`src/design/dfsc_pkg.sv`:
```
package dfsc_pkg;

  localparam int HEADER_BYTES = 24;
  localparam int QUEUE_DEPTH  = 4;

  localparam logic [31:0] CRC_POLY  = 32'hEDB88320;
  localparam logic [31:0] CRC_INIT  = 32'hFFFFFFFF;
  localparam logic [31:0] COUNT_MAX = 32'hFFFFFFFF;

  localparam logic [7:0] MAGIC_0 = 8'h42;
  localparam logic [7:0] MAGIC_1 = 8'h53;
  localparam logic [7:0] MAGIC_2 = 8'h44;
  localparam logic [7:0] MAGIC_3 = 8'h50;

  localparam logic [15:0] VERSION_SUPPORTED = 16'd1;

  localparam int OFS_VERSION = 4;
  localparam int OFS_FLAGS   = 6;
  localparam int OFS_WIDTH   = 8;
  localparam int OFS_HEIGHT  = 10;
  localparam int OFS_TYPE    = 12;
  localparam int OFS_LENGTH  = 16;
  localparam int OFS_CRC     = 20;

  localparam int FLAG_COMPRESSED_BIT = 0;
  localparam int FLAG_CONFIDENCE_BIT = 1;

  localparam logic [2:0] STATUS_OK          = 3'd0;
  localparam logic [2:0] STATUS_BAD_HEADER  = 3'd1;
  localparam logic [2:0] STATUS_BAD_MAGIC   = 3'd2;
  localparam logic [2:0] STATUS_BAD_VERSION = 3'd3;
  localparam logic [2:0] STATUS_SIZE        = 3'd4;
  localparam logic [2:0] STATUS_CRC         = 3'd5;

  localparam logic [1:0] TAG_DEPTH      = 2'd0;
  localparam logic [1:0] TAG_CONFIDENCE = 2'd1;
  localparam logic [1:0] TAG_COMPRESSED = 2'd2;

  localparam logic KIND_PAYLOAD = 1'b0;
  localparam logic KIND_VERDICT = 1'b1;

  typedef struct packed {
    logic [7:0] file_byte;
    logic       final_byte;
  } in_item_t;

  typedef struct packed {
    logic        result_kind;
    logic [7:0]  payload_value;
    logic [1:0]  plane_tag;
    logic [2:0]  status_code;
    logic [15:0] image_width;
    logic [15:0] image_height;
    logic        is_compressed;
    logic        has_confidence_plane;
    logic        end_of_results;
  } out_item_t;

  typedef struct packed {
    logic        has_payload;
    logic        has_verdict;
    logic [7:0]  file_byte;
    logic [1:0]  plane_tag;
    logic [2:0]  status_code;
    logic [15:0] image_width;
    logic [15:0] image_height;
    logic        is_compressed;
    logic        has_confidence_plane;
  } q_entry_t;

  function automatic logic [31:0] crc_byte(input logic [31:0] crc, input logic [7:0] b);
    logic [31:0] c;
    c = crc ^ {24'h000000, b};
    for (int k = 0; k < 8; k++) begin
      c = c[0] ? ((c >> 1) ^ CRC_POLY) : (c >> 1);
    end
    return c;
  endfunction

endpackage

```
`src/design/dfsc_front.sv`:
```
module dfsc_front (
  input  logic               clk,
  input  logic               rst_n,
  input  logic               in_push,
  input  dfsc_pkg::in_item_t in_data,
  output logic               in_full,
  input  logic               q_full,
  output logic               q_push,
  output dfsc_pkg::q_entry_t q_data
);
  import dfsc_pkg::*;

  logic [7:0]  hdr_r   [HEADER_BYTES];
  logic [7:0]  hdr_nxt [HEADER_BYTES];
  logic [31:0] cnt_r;
  logic [31:0] cnt_nxt;
  logic [31:0] crc_r;
  logic [31:0] crc_nxt;
  logic [31:0] pix_r;
  logic [32:0] depth_r;
  logic [33:0] raw_r;

  logic        accept;
  logic        in_hdr;
  logic [31:0] offset;
  logic [31:0] payload_cnt;
  logic [1:0]  tag;
  logic [2:0]  status;

  logic [15:0] width_cur;
  logic [15:0] height_cur;
  logic        comp_cur;
  logic        conf_cur;

  logic [15:0] version_nxt;
  logic [15:0] type_nxt;
  logic [15:0] width_nxt;
  logic [15:0] height_nxt;
  logic [7:0]  flags_nxt;
  logic [31:0] length_nxt;
  logic [31:0] crc_hdr_nxt;

  assign in_full = q_full;
  assign accept  = in_push && !q_full;
  assign in_hdr  = cnt_r < 32'(HEADER_BYTES);
  assign cnt_nxt = (cnt_r == COUNT_MAX) ? cnt_r : cnt_r + 32'd1;
  assign crc_nxt = in_hdr ? crc_r : crc_byte(crc_r, in_data.file_byte);

  always_comb begin
    for (int i = 0; i < HEADER_BYTES; i++) begin
      hdr_nxt[i] = (in_hdr && cnt_r == 32'(i)) ? in_data.file_byte : hdr_r[i];
    end
  end

  assign width_cur  = {hdr_r[OFS_WIDTH + 1], hdr_r[OFS_WIDTH]};
  assign height_cur = {hdr_r[OFS_HEIGHT + 1], hdr_r[OFS_HEIGHT]};
  assign comp_cur   = hdr_r[OFS_FLAGS][FLAG_COMPRESSED_BIT];
  assign conf_cur   = hdr_r[OFS_FLAGS][FLAG_CONFIDENCE_BIT];

  assign version_nxt = {hdr_nxt[OFS_VERSION + 1], hdr_nxt[OFS_VERSION]};
  assign type_nxt    = {hdr_nxt[OFS_TYPE + 1], hdr_nxt[OFS_TYPE]};
  assign width_nxt   = {hdr_nxt[OFS_WIDTH + 1], hdr_nxt[OFS_WIDTH]};
  assign height_nxt  = {hdr_nxt[OFS_HEIGHT + 1], hdr_nxt[OFS_HEIGHT]};
  assign flags_nxt   = hdr_nxt[OFS_FLAGS];
  assign length_nxt  = {hdr_nxt[OFS_LENGTH + 3], hdr_nxt[OFS_LENGTH + 2],
                        hdr_nxt[OFS_LENGTH + 1], hdr_nxt[OFS_LENGTH]};
  assign crc_hdr_nxt = {hdr_nxt[OFS_CRC + 3], hdr_nxt[OFS_CRC + 2],
                        hdr_nxt[OFS_CRC + 1], hdr_nxt[OFS_CRC]};

  assign offset      = cnt_r - 32'(HEADER_BYTES);
  assign payload_cnt = cnt_nxt - 32'(HEADER_BYTES);

  always_comb begin
    if (comp_cur) begin
      tag = TAG_COMPRESSED;
    end else if ({1'b0, offset} < depth_r) begin
      tag = TAG_DEPTH;
    end else begin
      tag = TAG_CONFIDENCE;
    end
  end

  always_comb begin
    if (cnt_nxt < 32'(HEADER_BYTES)) begin
      status = STATUS_BAD_HEADER;
    end else if (hdr_nxt[0] != MAGIC_0 || hdr_nxt[1] != MAGIC_1 ||
                 hdr_nxt[2] != MAGIC_2 || hdr_nxt[3] != MAGIC_3) begin
      status = STATUS_BAD_MAGIC;
    end else if (version_nxt != VERSION_SUPPORTED) begin
      status = STATUS_BAD_VERSION;
    end else if (type_nxt != 16'd0 || width_nxt == 16'd0 || height_nxt == 16'd0) begin
      status = STATUS_BAD_HEADER;
    end else if (cnt_nxt == COUNT_MAX || payload_cnt != length_nxt) begin
      status = STATUS_SIZE;
    end else if ((crc_nxt ^ CRC_INIT) != crc_hdr_nxt) begin
      status = STATUS_CRC;
    end else if (!flags_nxt[FLAG_COMPRESSED_BIT] && {2'b00, length_nxt} != raw_r) begin
      status = STATUS_SIZE;
    end else begin
      status = STATUS_OK;
    end
  end

  assign q_push = accept && (!in_hdr || in_data.final_byte);

  always_comb begin
    q_data.has_payload          = !in_hdr;
    q_data.has_verdict          = in_data.final_byte;
    q_data.file_byte            = in_data.file_byte;
    q_data.plane_tag            = tag;
    q_data.status_code          = status;
    q_data.image_width          = width_nxt;
    q_data.image_height         = height_nxt;
    q_data.is_compressed        = flags_nxt[FLAG_COMPRESSED_BIT];
    q_data.has_confidence_plane = flags_nxt[FLAG_CONFIDENCE_BIT];
  end

  always_ff @(posedge clk) begin
    if (!rst_n) begin
      cnt_r <= '0;
      crc_r <= CRC_INIT;
      for (int i = 0; i < HEADER_BYTES; i++) begin
        hdr_r[i] <= '0;
      end
    end else if (accept) begin
      if (in_data.final_byte) begin
        cnt_r <= '0;
        crc_r <= CRC_INIT;
        for (int i = 0; i < HEADER_BYTES; i++) begin
          hdr_r[i] <= '0;
        end
      end else begin
        cnt_r <= cnt_nxt;
        crc_r <= crc_nxt;
        hdr_r <= hdr_nxt;
      end
    end
  end

  // The size products trail the header fields through pix_r and then depth_r and raw_r; the payload
  // starts well after the width, height and flags bytes are captured.
  always_ff @(posedge clk) begin
    pix_r   <= {16'd0, width_cur} * {16'd0, height_cur};
    depth_r <= {pix_r, 1'b0};
    raw_r   <= {1'b0, pix_r, 1'b0} + (conf_cur ? {2'b00, pix_r} : 34'd0);
  end

  assert property (@(posedge clk) disable iff (!rst_n)
    (crc_r != CRC_INIT) |-> (cnt_r > 32'(HEADER_BYTES)))
    else $error("CRC changed before any payload byte was seen.");

  assert property (@(posedge clk) disable iff (!rst_n)
    (accept && in_data.final_byte) |=> (cnt_r == '0 && crc_r == CRC_INIT))
    else $error("Parser state not cleared after the last byte of a file.");

endmodule

```
`config.mk`:
```
export PLATFORM = sky130hd
export DESIGN_NAME = dfsc_front
export DESIGN_NICKNAME = d
export VERILOG_FILES = /design/src/design/dfsc_pkg.sv /design/src/design/dfsc_front.sv
export SDC_FILE = /design/constraint.sdc
export NUM_CORES = 2
export LEC_CHECK = 0
export BUFFER_PORTS_ARGS = -buffer_cell sky130_fd_sc_hd__buf_2
export CORE_MARGIN = 1
export CORE_UTILIZATION = 55
export CTS_BUF_LIST = sky130_fd_sc_hd__clkbuf_16
export DETAILED_ROUTE_END_ITERATION = 10
export GPL_TIMING_DRIVEN = 0
export PLACE_DENSITY = 0.68
export REMOVE_ABC_BUFFERS = 1
export SLEW_MARGIN = 5
export SYNTH_ARGS = -nofsm -noshare
export SYNTH_HDL_FRONTEND = slang
export SYNTH_SLANG_ARGS = --single-unit
export TNS_END_PERCENT = 50
```
`constraint.sdc`:
```
create_clock -name clk -period 18.7 [get_ports clk]
set_input_delay 1.87 -clock clk [delete_from_list [all_inputs] [get_ports clk]]
set_output_delay 1.87 -clock clk [all_outputs]
set_load 0.05 [all_outputs]
```
# Word-level counts from Yosys, hierarchy flattened
# Index checks and enable logic that the tools add are counted.
[word_totals] ff_bits=324
[op_classes] n_eq_ne=33 bitwise_logic=10 n_mux=47 magnitude_cmp=3 add_sub_neg=4 n_reduce_logical=41 mul=1
[op_table] operator="2-to-1 mux 32 bit" count=13
[op_table] operator="equality test 32 x 4 -> 1 bit (second input constant)" count=8
[op_table] operator="equality test 32 x 5 -> 1 bit (second input constant)" count=8
[op_table] operator="2-to-1 mux 192 bit" count=1
[op_table] operator="2-to-1 mux 8 bit" count=24
[op_table] operator="equality test 32 x 3 -> 1 bit (second input constant)" count=4
[op_table] operator="NOT 13 -> 14 bit" count=8
[op_table] operator="equality test 32 x 2 -> 1 bit (second input constant)" count=2
[op_table] operator="equality test 32 bit (second input constant)" count=2
[op_table] operator="less-than comparator 32 x 5 -> 1 bit (second input constant)" count=2
[op_table] operator="!= test 32 bit" count=2
[op_table] operator="subtractor 32 x 5 -> 32 bit (second input constant)" count=2
[op_table] operator="adder 33 x 32 -> 34 bit" count=1
[op_table] operator="!= test 32 x 34 -> 1 bit" count=1
[op_table] operator="less-than comparator 32 x 33 -> 1 bit" count=1
[op_table] operator="adder 32 x 1 -> 32 bit (second input constant)" count=1
[op_table] operator="equality test 32 x 1 -> 1 bit (second input constant)" count=1
[op_table] operator="logical NOT 16 bit" count=2
[op_table] operator="logical NOT 32 bit" count=1
[op_table] operator="multiplier 16 x 16 -> 32 bit" count=1
[op_table] operator="!= test 8 x 7 -> 1 bit (second input constant)" count=4
[op_table] operator="NOT 32 bit" count=1
[op_table] operator="XOR 32 x 8 -> 32 bit" count=1
[op_table] operator="logical AND 1 bit" count=27
[op_table] operator="other kinds (7)" count=21

# Longest topological paths before layout
[depth] word_depth=26 mapped_depth=27 depth_no_buf=26

# Least setup slack after synthesis
# No wires, ideal clock.
[synth_path] kind="input port to output port" startpoint="input port in_data[6] (netlist name)" endpoint="output port q_data[36] (netlist name)" cell_stages=12 slack_ns=11.563 arrival_time_ns=5.267 path_cell_list="clkbuf_1 xnor2_1 xnor2_1 xnor2_1 xnor2_1 a21oi_1 nor2_1 a211oi_1 a21oi_1 o21ai_0 nor4_1 a311oi_1"
[synth_rtl] item="start, declared" line_no="dfsc_front.sv:5" text="input dfsc_pkg::in_item_t in_data,"
[synth_rtl] item="end, declared" line_no="dfsc_front.sv:9" text="output dfsc_pkg::q_entry_t q_data"

==> results.txt <==
Vias in the first global route = 23260
DR iter-0 viols = 2340
Total GRT Usage = 32.42%
Antenna violations before repair = 1
Startpoint types = register
Die ar. = 0.05136 mm²
Pin count of the biggest net entering global routing = 135
H-tree depth = 2
Via density = 6.166
CTS tree = built
Total Power = 1.508 mW
Yosys warns = 0
Area Overhead vs Synth = 6.316%
FP Rows = 81
Worst relative slew slack = 9.024%
Mean post-synth cell area = 8.679 µm²
Fin crit period = 9.388 ns
Mapped cell area = 0.02775 mm²
Final max-slew violation count = 0
Clk_skew = 0.02066 ns
WL final = 82610 µm
Cts repair resizes = 0
Number of synthesized flops with an enable pin = 0
Crit path arrival time = 7.52 ns
Fin Setup TNS = 0 ns
Inserted Diodes = 0
Share of layout cells above drive strength 1 = 7.068%
# clock sinks = 324
Initial Utilization = 56.23%
Peak supply drop = 0.05064 mV
Worst-Margin Slew = 1.360 ns
Largest fanout on the critical path = 35
Root Driver = clkbuf_16
Final hold vios = 0
Max Buffers Root-to-Sink = 3
Fill cells = 4365
Status = completed
Sequential area share after synthesis = 23.37%
Worst EP required = 16.83 ns
DP HPWL = 59860 µm
IO Pins = 64
Leakage = 12.19 nW
Drt wl/cell = 21.71 µm
Core Region = 0.04936 mm²
Worst setup startpoint = cnt_r[6]
Die Ht = 226.6 µm
Critical Setup Path Class = register to output pin
Period utilisation layout = 50.20%
Reg-to-reg startpoint = hdr_r[112]
RSZ-0062 raised after global routing = false
Min-delay worst type = register to register
Grt total ovfl = 0
RePlAce Congestion = 0.9897
Residual DRC = 0
Number of synthesized register bits = 324
Postcts setup bufs = 0
Final setup fails = 0
Top_reg_cell synth = dfxtp_1
Crit. End Element = output pin
Skew-Pair Late Insertion Delay = 0.57 ns
Port bufs = 63
DRT Pass-1 Iters = 6
First-pass GRT wire length = 129400 µm
Hold Path Origin = pix_r[8]
Die X = 226.6 µm
Vias = 23460
Max cap viols = 0
Synth unique cells = 94
Post-DRT Antenna Nets = 0
Mapped Cells = 3198
Hold buffer count at CTS = 0
F_max = 0.1065 GHz
Ys async rst share = 0%
Power per cell area = 51.10 mW/mm²
Total CTS buffers = 39
# nets final = 3493
Clk slew on worst S/H paths = 0.06 ns
-- power by group --
part	switching, mW	leakage [nW]	internal (mW)
clock network	0.315	0.596	0.402
registers	0.000625	2.61	0.691
logic	0.0681	8.98	0.0309
-- Yosys cell counts, drive strengths merged, types with 12 or more instances --
| cell type | count | share of area, % |
|---|---|---|
| nor3 | 58 | 1.1 |
| clkbuf | 150 | 2.0 |
| nor2 | 113 | 1.6 |
| dfxtp | 324 | 23 |
| a21o | 26 | 0.70 |
| nand2 | 305 | 4.1 |
| xnor2 | 200 | 6.3 |
| mux2i | 85 | 3.1 |
| or3 | 19 | 0.43 |
| buf | 51 | 1.1 |
| nor4 | 56 | 1.5 |
| mux2 | 31 | 1.3 |
| ha | 171 | 7.7 |
| inv | 277 | 3.7 |
| a21oi | 79 | 1.4 |
| nor2b | 191 | 4.3 |
| a22oi | 159 | 4.3 |
| o21ai | 112 | 2.0 |
| nand4 | 46 | 1.1 |
| o21a | 18 | 0.49 |
| nand2b | 16 | 0.36 |
| nand3 | 50 | 1.0 |
| a31oi | 14 | 0.32 |
| and2 | 183 | 4.1 |
| a211oi | 12 | 0.32 |
| xor2 | 79 | 2.5 |
| o22ai | 22 | 0.50 |
| fa | 195 | 14 |
-- final cells by class --
class / instances / area, µm² / share of cell area [%]
multi-input combinational: 2394 / 19410 / 65.79
sequential: 324 / 6486 / 21.98
tap: 664 / 830.8 / 2.816
clock buffer: 40 / 1001 / 3.392
clock inverter: 28 / 180.2 / 0.6106
inverter: 279 / 1047 / 3.549
timing repair buffer: 76 / 548.0 / 1.857
-- state kept, by name, indices dropped and copies added (netlist names) --
signal    count
cnt_r        32
comp_cur      1
conf_cur      1
crc_r        32
depth_r      32
hdr_r       160
pix_r        32
raw_r        34
-- through the flow --
| step | cells | utilization, % | area, µm² | setup slack [ns] | hold WS [ns] |
|---|---|---|---|---|---|
| after global routing | 3805 | 59.78 | 29510 | 9.145 | 0.3667 |
| after CTS | 3805 | 59.77 | 29500 | 9.474 | 0.3585 |
| after detailed placement | 3737 | 57.38 | 28320 | 9.948 | 0.3582 |
| final | 3805 | 59.78 | 29510 | 9.312 | 0.3568 |
| after floorplan | 2997 | - | 26880 | 11.02 | 0.3500 |
| after global placement | 3724 | 56.79 | 28030 | 7.909 | 0.3614 |
-- critical path: stages, from the launching register on --
cell,delay [ns]
dfxtp_1,0.61
nor4_1,0.42
nand4_1,0.64
nor2_4,0.85
inv_2,0.54
nor2_2,0.45
nand3_1,0.55
mux2i_1,0.38
xnor2_1,0.10
nor4_1,0.47
nand4_1,0.21
nor4_1,1.01
a311oi_1,0.38
buf_2,0.32
-- per-layer routing --
| layer | up-vias | part of all wire [%] | global-route usage, % |
|---|---|---|---|
| li1 | 10640 | - | - |
| met1 | 11500 | 40 | 40.86 |
| met2 | 1061 | 47 | 53.74 |
| met3 | 265 | 8.6 | 6.440 |
| met4 | 2 | 4.5 | 13.97 |
| met5 | - | 0.022 | 0 |
-- logic make-up after synthesis --
group | count (synthesis) | synth area share, %
AND/OR/NAND/NOR | 1090 | 21.37
AO/OA/AOI/OAI | 542 | 13.31
buffers and inverters | 480 | 6.911
adder cells (fa/ha/maj) | 366 | 21.77
flip-flops | 324 | 23.37
XOR/XNOR | 280 | 8.940
multiplexers | 116 | 4.323
-- final timing paths --
kind                 to  slack [ns]  depth (start not counted)
min          depth_r[9]        0.36                          0
min reg2reg  depth_r[9]        0.36                          0
max reg2reg   pix_r[31]       11.59                         24
max          q_data[36]        9.31                         13
-- cell usage in the layout, fill, tap and decap left out, types with 9 or more instances in the layout --
cell type / n
nor4_1: 49
o21ai_1: 12
o2bb2ai_1: 10
inv_1: 281
a22oi_1: 159
ha_1: 171
clkinv_1: 12
nor3_1: 53
nand4_1: 43
fa_1: 195
nand2_1: 302
and2_1: 183
mux2_2: 31
o22ai_1: 22
nand3_1: 45
or3_1: 19
a31oi_1: 14
dfxtp_1: 324
nor2b_1: 183
mux2i_1: 85
xnor2_1: 199
clkbuf_16: 40
xor2_1: 78
a21oi_1: 78
o31ai_1: 9
a21o_1: 26
o21a_1: 18
nor2_1: 107
o21bai_1: 9
nand2b_1: 15
o21ai_0: 99
a211oi_1: 12
buf_2: 62
No activity file was read; power rests on OpenSTA's default activity.
